File: src/hdl/brb_pkg.sv
package brb_pkg;

    // field widths of the stream items
    localparam int REQ_W    = 3;
    localparam int DATA_W   = 8;
    localparam int LEN_W    = 7;
    localparam int STAT_W   = 2;
    localparam int USED_W   = 10;
    localparam int FREE_W   = 10;
    localparam int CFREE_W  = 11;
    localparam int CUSED_W  = 10;

    // packed stream widths
    localparam int IN_TDATA_W  = 16;
    localparam int OUT_TDATA_W = 56;

    // largest message or read length that is served
    localparam int MAX_LEN = 64;

    // message byte offset saturates here
    localparam logic [LEN_W-1:0] OFFSET_MAX = 7'd127;

    // number of distinct length codes
    localparam int LEN_CNT = 2 ** LEN_W;

    // request codes
    localparam logic [REQ_W-1:0] REQ_WRITE  = 3'd0;
    localparam logic [REQ_W-1:0] REQ_READ   = 3'd1;
    localparam logic [REQ_W-1:0] REQ_PEEK   = 3'd2;
    localparam logic [REQ_W-1:0] REQ_REMOVE = 3'd3;
    localparam logic [REQ_W-1:0] REQ_COMMIT = 3'd4;
    localparam logic [REQ_W-1:0] REQ_CLEAR  = 3'd5;

    // result status codes
    localparam logic [STAT_W-1:0] ST_OK       = 2'd0;
    localparam logic [STAT_W-1:0] ST_NO_DATA  = 2'd1;
    localparam logic [STAT_W-1:0] ST_NO_SPACE = 2'd2;

    // commands from controller to datapath
    typedef struct packed {
        logic cap;        // capture the input transfer
        logic exec;       // apply the captured request
        logic load;       // load the output register
        logic load_byte;  // output carries a stored byte
        logic next_byte;  // issue the next store read
    } t_cmd;

    // status from datapath to controller
    typedef struct packed {
        logic stream;     // request delivers stored bytes
        logic last_byte;  // byte in flight is the final one
    } t_stat;

endpackage

File: src/hdl/brb_ctrl.sv
module brb_ctrl
    import brb_pkg::*;
(
    input  logic  i_clk,
    input  logic  i_rst_n,
    input  logic  i_s_tvalid,
    output logic  o_s_tready,
    output logic  o_m_tvalid,
    input  logic  i_m_tready,
    input  t_stat i_stat,
    output t_cmd  o_cmd
);

    typedef enum logic [1:0] {
        S_IDLE,
        S_EXEC,
        S_RESP,
        S_RD_DATA
    } t_state;

    t_state r_state;
    t_state n_state;
    logic   r_s_ready;
    logic   n_s_ready;
    logic   r_m_valid;
    logic   n_m_valid;
    logic   w_out_free;

    // output register can take a result this cycle
    assign w_out_free = !r_m_valid || i_m_tready;

    // next state and commands
    always_comb begin
        n_state = r_state;
        o_cmd   = '0;
        case (r_state)
            S_IDLE: begin
                if (i_s_tvalid) begin
                    o_cmd.cap = 1'b1;
                    n_state   = S_EXEC;
                end
            end
            S_EXEC: begin
                o_cmd.exec = 1'b1;
                n_state    = i_stat.stream ? S_RD_DATA : S_RESP;
            end
            S_RESP: begin
                if (w_out_free) begin
                    o_cmd.load = 1'b1;
                    n_state    = S_IDLE;
                end
            end
            S_RD_DATA: begin
                if (w_out_free) begin
                    o_cmd.load      = 1'b1;
                    o_cmd.load_byte = 1'b1;
                    if (i_stat.last_byte) begin
                        n_state = S_IDLE;
                    end else begin
                        o_cmd.next_byte = 1'b1;
                    end
                end
            end
            default: begin
                n_state = S_IDLE;
            end
        endcase
    end

    // result valid holds until its transfer
    assign n_m_valid = o_cmd.load || (r_m_valid && !i_m_tready);
    assign n_s_ready = (n_state == S_IDLE);

    // state and registered handshake outputs
    always_ff @(posedge i_clk) begin
        if (!i_rst_n) begin
            r_state   <= S_IDLE;
            r_s_ready <= 1'b1;
            r_m_valid <= 1'b0;
        end else begin
            r_state   <= n_state;
            r_s_ready <= n_s_ready;
            r_m_valid <= n_m_valid;
        end
    end

    assign o_s_tready = r_s_ready;
    assign o_m_tvalid = r_m_valid;

endmodule

File: config.mk
export PLATFORM = sky130hd
export DESIGN_NAME = brb_ctrl
export DESIGN_NICKNAME = d
export VERILOG_FILES = /design/src/hdl/brb_pkg.sv /design/src/hdl/brb_ctrl.sv
export SDC_FILE = /design/constraint.sdc
export NUM_CORES = 1
export LEC_CHECK = 0
export BUFFER_PORTS_ARGS = -buffer_cell sky130_fd_sc_hd__buf_4
export CAP_MARGIN = 30
export CORE_AREA = 3 3 40 42
export CTS_CLUSTER_DIAMETER = 200
export CTS_CLUSTER_SIZE = 24
export DETAILED_ROUTE_END_ITERATION = 6
export DIE_AREA = 0 0 43 45
export PLACE_DENSITY = 0.41
export SLEW_MARGIN = 20
export SYNTH_ARGS = -nofsm -noshare
export SYNTH_HDL_FRONTEND = slang
export SYNTH_SLANG_ARGS = --single-unit
File: constraint.sdc
create_clock -name i_clk -period 1.3 [get_ports i_clk]
set_clock_uncertainty 0.05 [all_clocks]
set_input_delay 0 -clock i_clk [delete_from_list [all_inputs] [get_ports i_clk]]
set_output_delay 0 -clock i_clk [all_outputs]
set_load 0.03 [all_outputs]
== Yosys cells after proc, flatten, opt, wreduce, memory -nomap -nowiden ==
Index checks and enable logic that the tools add are counted.

* Reduce and logical (&&, ||, !) cells: 7
* Muxes and demuxes: 14
* Equal/unequal tests: 3

{| class="wikitable"
|+ Operator list
! operator !! count
|-
| two-way mux 2 bit || 5
|-
| case mux 2 bit (4 select lines) || 1
|-
| two-way mux 1 bit || 6
|-
| equality test 2 bit (second input constant) || 2
|-
| logical NOT 2 bit || 2
|-
| two-way mux 3 bit || 1
|-
| equality test 2 x 1 -> 1 bit (second input constant) || 1
|-
| logical NOT 1 bit || 2
|-
| logical OR 1 bit || 2
|-
| case mux 1 bit (2 select lines) || 1
|-
| logical AND 1 bit || 1
|}

* Flip-flop bits (word level): 4

== Logic depth before layout (Yosys ltp) ==
* Word-level depth: 5
* Depth in mapped cells: 4
* Mapped depth without buffers: 3

== Least setup slack after synthesis ==
No wires, ideal clock.

* Path type: reg2out
* From: register r_state[1]
* To: output o_cmd[4] (netlist bit)
* Cell stages (with the launch flop): 3
* Slack: 73 ps
* Arrival time: 1177 ps
* Required time: 1250 ps
* Cell sequence: dfxtp_1 > buf_2 > nor3b_1

{| class="wikitable"
|+ RTL lines
! element !! RTL line !! text
|-
| from (decl) || brb_ctrl.sv:21 || <nowiki>t_state r_state;</nowiki>
|-
| from (signal assigned) || brb_ctrl.sv:81 || <nowiki>r_state <= n_state;</nowiki>
|-
| to (decl) || brb_ctrl.sv:11 || <nowiki>output t_cmd o_cmd</nowiki>
|}

==> results.json <==
{
  "seq_area_um2": 81.3,
  "synthAdderAreaFrac_pct": 0,
  "portBuffers": 12,
  "clkTransAtPathRegs_ps": 40,
  "async_flop_share_pct": 0,
  "setup_viol": 0,
  "io_pins": 13,
  "synth.yosys.seq_area_share_pct": 36.4,
  "holdPathEnd": "o_s_tready$_SDFF_PN1_",
  "p_per_area_nw_per_um2": 1050,
  "synth_xor_xnor_area_share_pct": 0,
  "period_needed_ps": 1260,
  "ys_seq_elements": 4,
  "clk_latency_ps": 230,
  "max_clock_freq_mhz": 797,
  "power.leakage_uw": 0.000165,
  "rr_endpoint": "r_state[0]$_SDFF_PN0_",
  "die-area_um2": 1940,
  "yosys.area.top_type": "dfxtp_1",
  "worstHoldStart": "i_stat[0]",
  "grt_max_degree": 12,
  "drive_above_1_share_pct": 47.5,
  "dpl.hpwl_um": 425,
  "reg2reg_depth": 3,
  "yosys_warnings": 0,
  "max_stage_delay_ps": 450,
  "maxCapViolCount": 0,
  "place_inst": 50,
  "first_pass_iters": 2,
  "yosys.cell_count.top_type": "dfxtp_1",
  "grt_pass1_vias": 241,
  "ant_nets": 0,
  "end_kind": "primary output",
  "track_usage_pct": 7.23,
  "synth_mux_area_share_pct": 4.55,
  "path_class": "flip-flop to primary output",
  "cpMaxStageDelayCell": "dfxtp_1",
  "area_delta_synth_final_pct": 67.0,
  "cts_setup_buffers": 0,
  "die-width_um": 43,
  "syn-num-nets": 30,
  "critPathMaxFanout": 7,
  "preCtsSetupSlack_ps": 217,
  "final_nets": 48,
  "cp-start-kind": "flip-flop",
  "hold_viol_final": 0,
  "rsz0062_at_grt": "false",
  "fill_cells": 135,
  "hold_slack_ps": 25.1,
  "slew_headroom_pct": 83.0,
  "tns_ps": 0,
  "yosys-top-cells-area": "dfxtp_1 36%, o21a_1 6.8%, nand2b_4 6.3%",
  "worstPathArrival_ps": 1210,
  "route.detailed.drc": 0,
  "gr-total-overflow": 0,
  "fin_cells": 55,
  "coreArea_um2": 1280,
  "maxSlewViolCount": 0,
  "cts_root_buf": "clkbuf_4",
  "rows": 13,
  "total_power_uw": 388,
  "grt_antenna_before_repair": 0,
  "hold_path.class": "input port to flip-flop",
  "synth_cells": 24,
  "synth.distinct_cells": 18,
  "gp_congestion": 0.665,
  "drt-initial-drc-count": 3,
  "syn_area_um2": 220,
  "drt-vias-per-instance": 4.04,
  "multi_input_area_um2": 131,
  "critical_path.cell_chain": "and3_2 > nor2b_4 > buf_4",
  "cts_num_sinks": 4,
  "outcome": "finished, final reports clean",
  "wl_per_cell_um": 10.3,
  "start_util_pct": 17.1,
  "cts-buffers-inserted": 3,
  "final.setup.worst_slack_ps": 44.6,
  "h-tree-depth": 1,
  "ys.flop_type": "dfxtp_1",
  "min_path_cells": 3,
  "ir_drop_mv": 0.362,
  "synth_top_family_by_area": "simple AND/OR/NAND/NOR gates",
  "tritoncts": "built",
  "vias": 222,
  "cp_data_required_time_ps": 1250,
  "synth_edf_count": 0,
  "grt_pass1_wl_um": 972,
  "cts_buffer_depth": 2,
  "diodes": 0,
  "r2r_start": "r_state[0]$_SDFF_PN0_",
  "synth_compound_area_share_pct": 19.9,
  "max_slew.worst_pin.slew_ps": 255,
  "min_period_over_period_pct": 96.6,
  "wl_um": 569,
  "synth_simple_gate_area_share_pct": 35.2,
  "syn_area_per_cell_um2": 9.18,
  "synthTopCellsByCount": "4 x dfxtp_1, 2 x nand2_1, 2 x nor2_1, 2 x o21a_1",
  "worst-r2r-setup-slack_ps": 260,
  "synth_top_area_share_pct": 36.4,
  "die_height_um": 45
}
==> area by class of cell <==
cell class / instances / share of cell area (%)
clock buffer: 3 / 6.12
tap: 15 / 5.10
multi-input combinational: 18 / 35.7
inverter: 1 / 1.02
timing repair buffer: 14 / 29.9
sequential: 4 / 22.1
==> worst max-delay path by stage <==
stage / from / endpoint / cells past startpoint
floorplan: r_state[1]$_SDFF_PN0_ / o_cmd[4] / 2
global placement: r_state[1]$_SDFF_PN0_ / o_cmd[0] / 3
detailed placement: r_state[1]$_SDFF_PN0_ / o_cmd[0] / 3
CTS: r_state[0]$_SDFF_PN0_ / o_cmd[0] / 3
global route: r_state[0]$_SDFF_PN0_ / o_cmd[0] / 3
finish: r_state[0]$_SDFF_PN0_ / o_cmd[0] / 3
==> where the power goes <==
| part | leakage, uW | switching (uW) | internal (uW) |
|---|---|---|---|
| Sequential | 0.0000335 | 12.1 | 133 |
| Combinational | 0.000118 | 46.4 | 44.9 |
| Clock | 0.0000138 | 48.9 | 103 |
| Total | 0.000165 | 107 | 281 |
==> cells by family (layout without fill, tap and decap cells) <==
logic type / after synthesis / count (layout)
buf+inv: 2 / 18
simple gates: 11 / 11
mux: 1 / 1
flops: 4 / 4
compound gates: 6 / 6
==> placed cells by master (no fill, tap or decap) <==
cell type	synthesis	routed
dlygate4sd3_1	0	2
inv_1	1	1
dfxtp_1	4	3
dfxtp_2	0	1
nand2_1	2	2
nor2b_4	1	1
mux2i_1	1	1
a22oi_1	1	1
o311ai_1	1	1
a21oi_1	1	1
nor3b_1	1	1
buf_4	0	12
nor2_1	2	2
o21a_1	2	2
and3_2	1	1
o211ai_1	1	1
and2b_1	1	1
and2_1	1	1
nor2b_1	1	1
nand2b_4	1	1
clkbuf_4	0	3
==> sequential cells by signal (all words and copies together), names as in the netlist <==
name,flops
r_state,2
o_m_tvalid,1
o_s_tready,1
==> per-layer routing <==
layer | global-route usage, % | up-vias | wire length, um
met5 | 0 | - | 0
met4 | 9.04 | 0 | 12
met3 | 3.59 | 2 | 52
met2 | 11.4 | 7 | 271
met1 | 6.00 | 97 | 233
li1 | - | 116 | -
==> timing repair <==
action	in CTS	in global routing
endpoints found under the setup margin	1	0
hold buffers	2	0
endpoints found under the hold margin	4	0
gates resized for setup	1	0
==> stage by stage <==
step | utilization (%) | area, um^2
4_1_cts | 28.6 | 368
6_report | 28.6 | 368
3_5_place_dp | 25.2 | 324
2_1_floorplan | - | 220
3_3_place_gp | 25.2 | 324
5_1_grt | 28.6 | 368
==> worst max-delay path: cells and delay by family, from the launching register on <==
family                 cells  cell delay [ps]
buffers and inverters      1              150
and+or+nand+nor            2              360
DFF                        1              450
No activity file was read; power rests on OpenSTA's default activity.
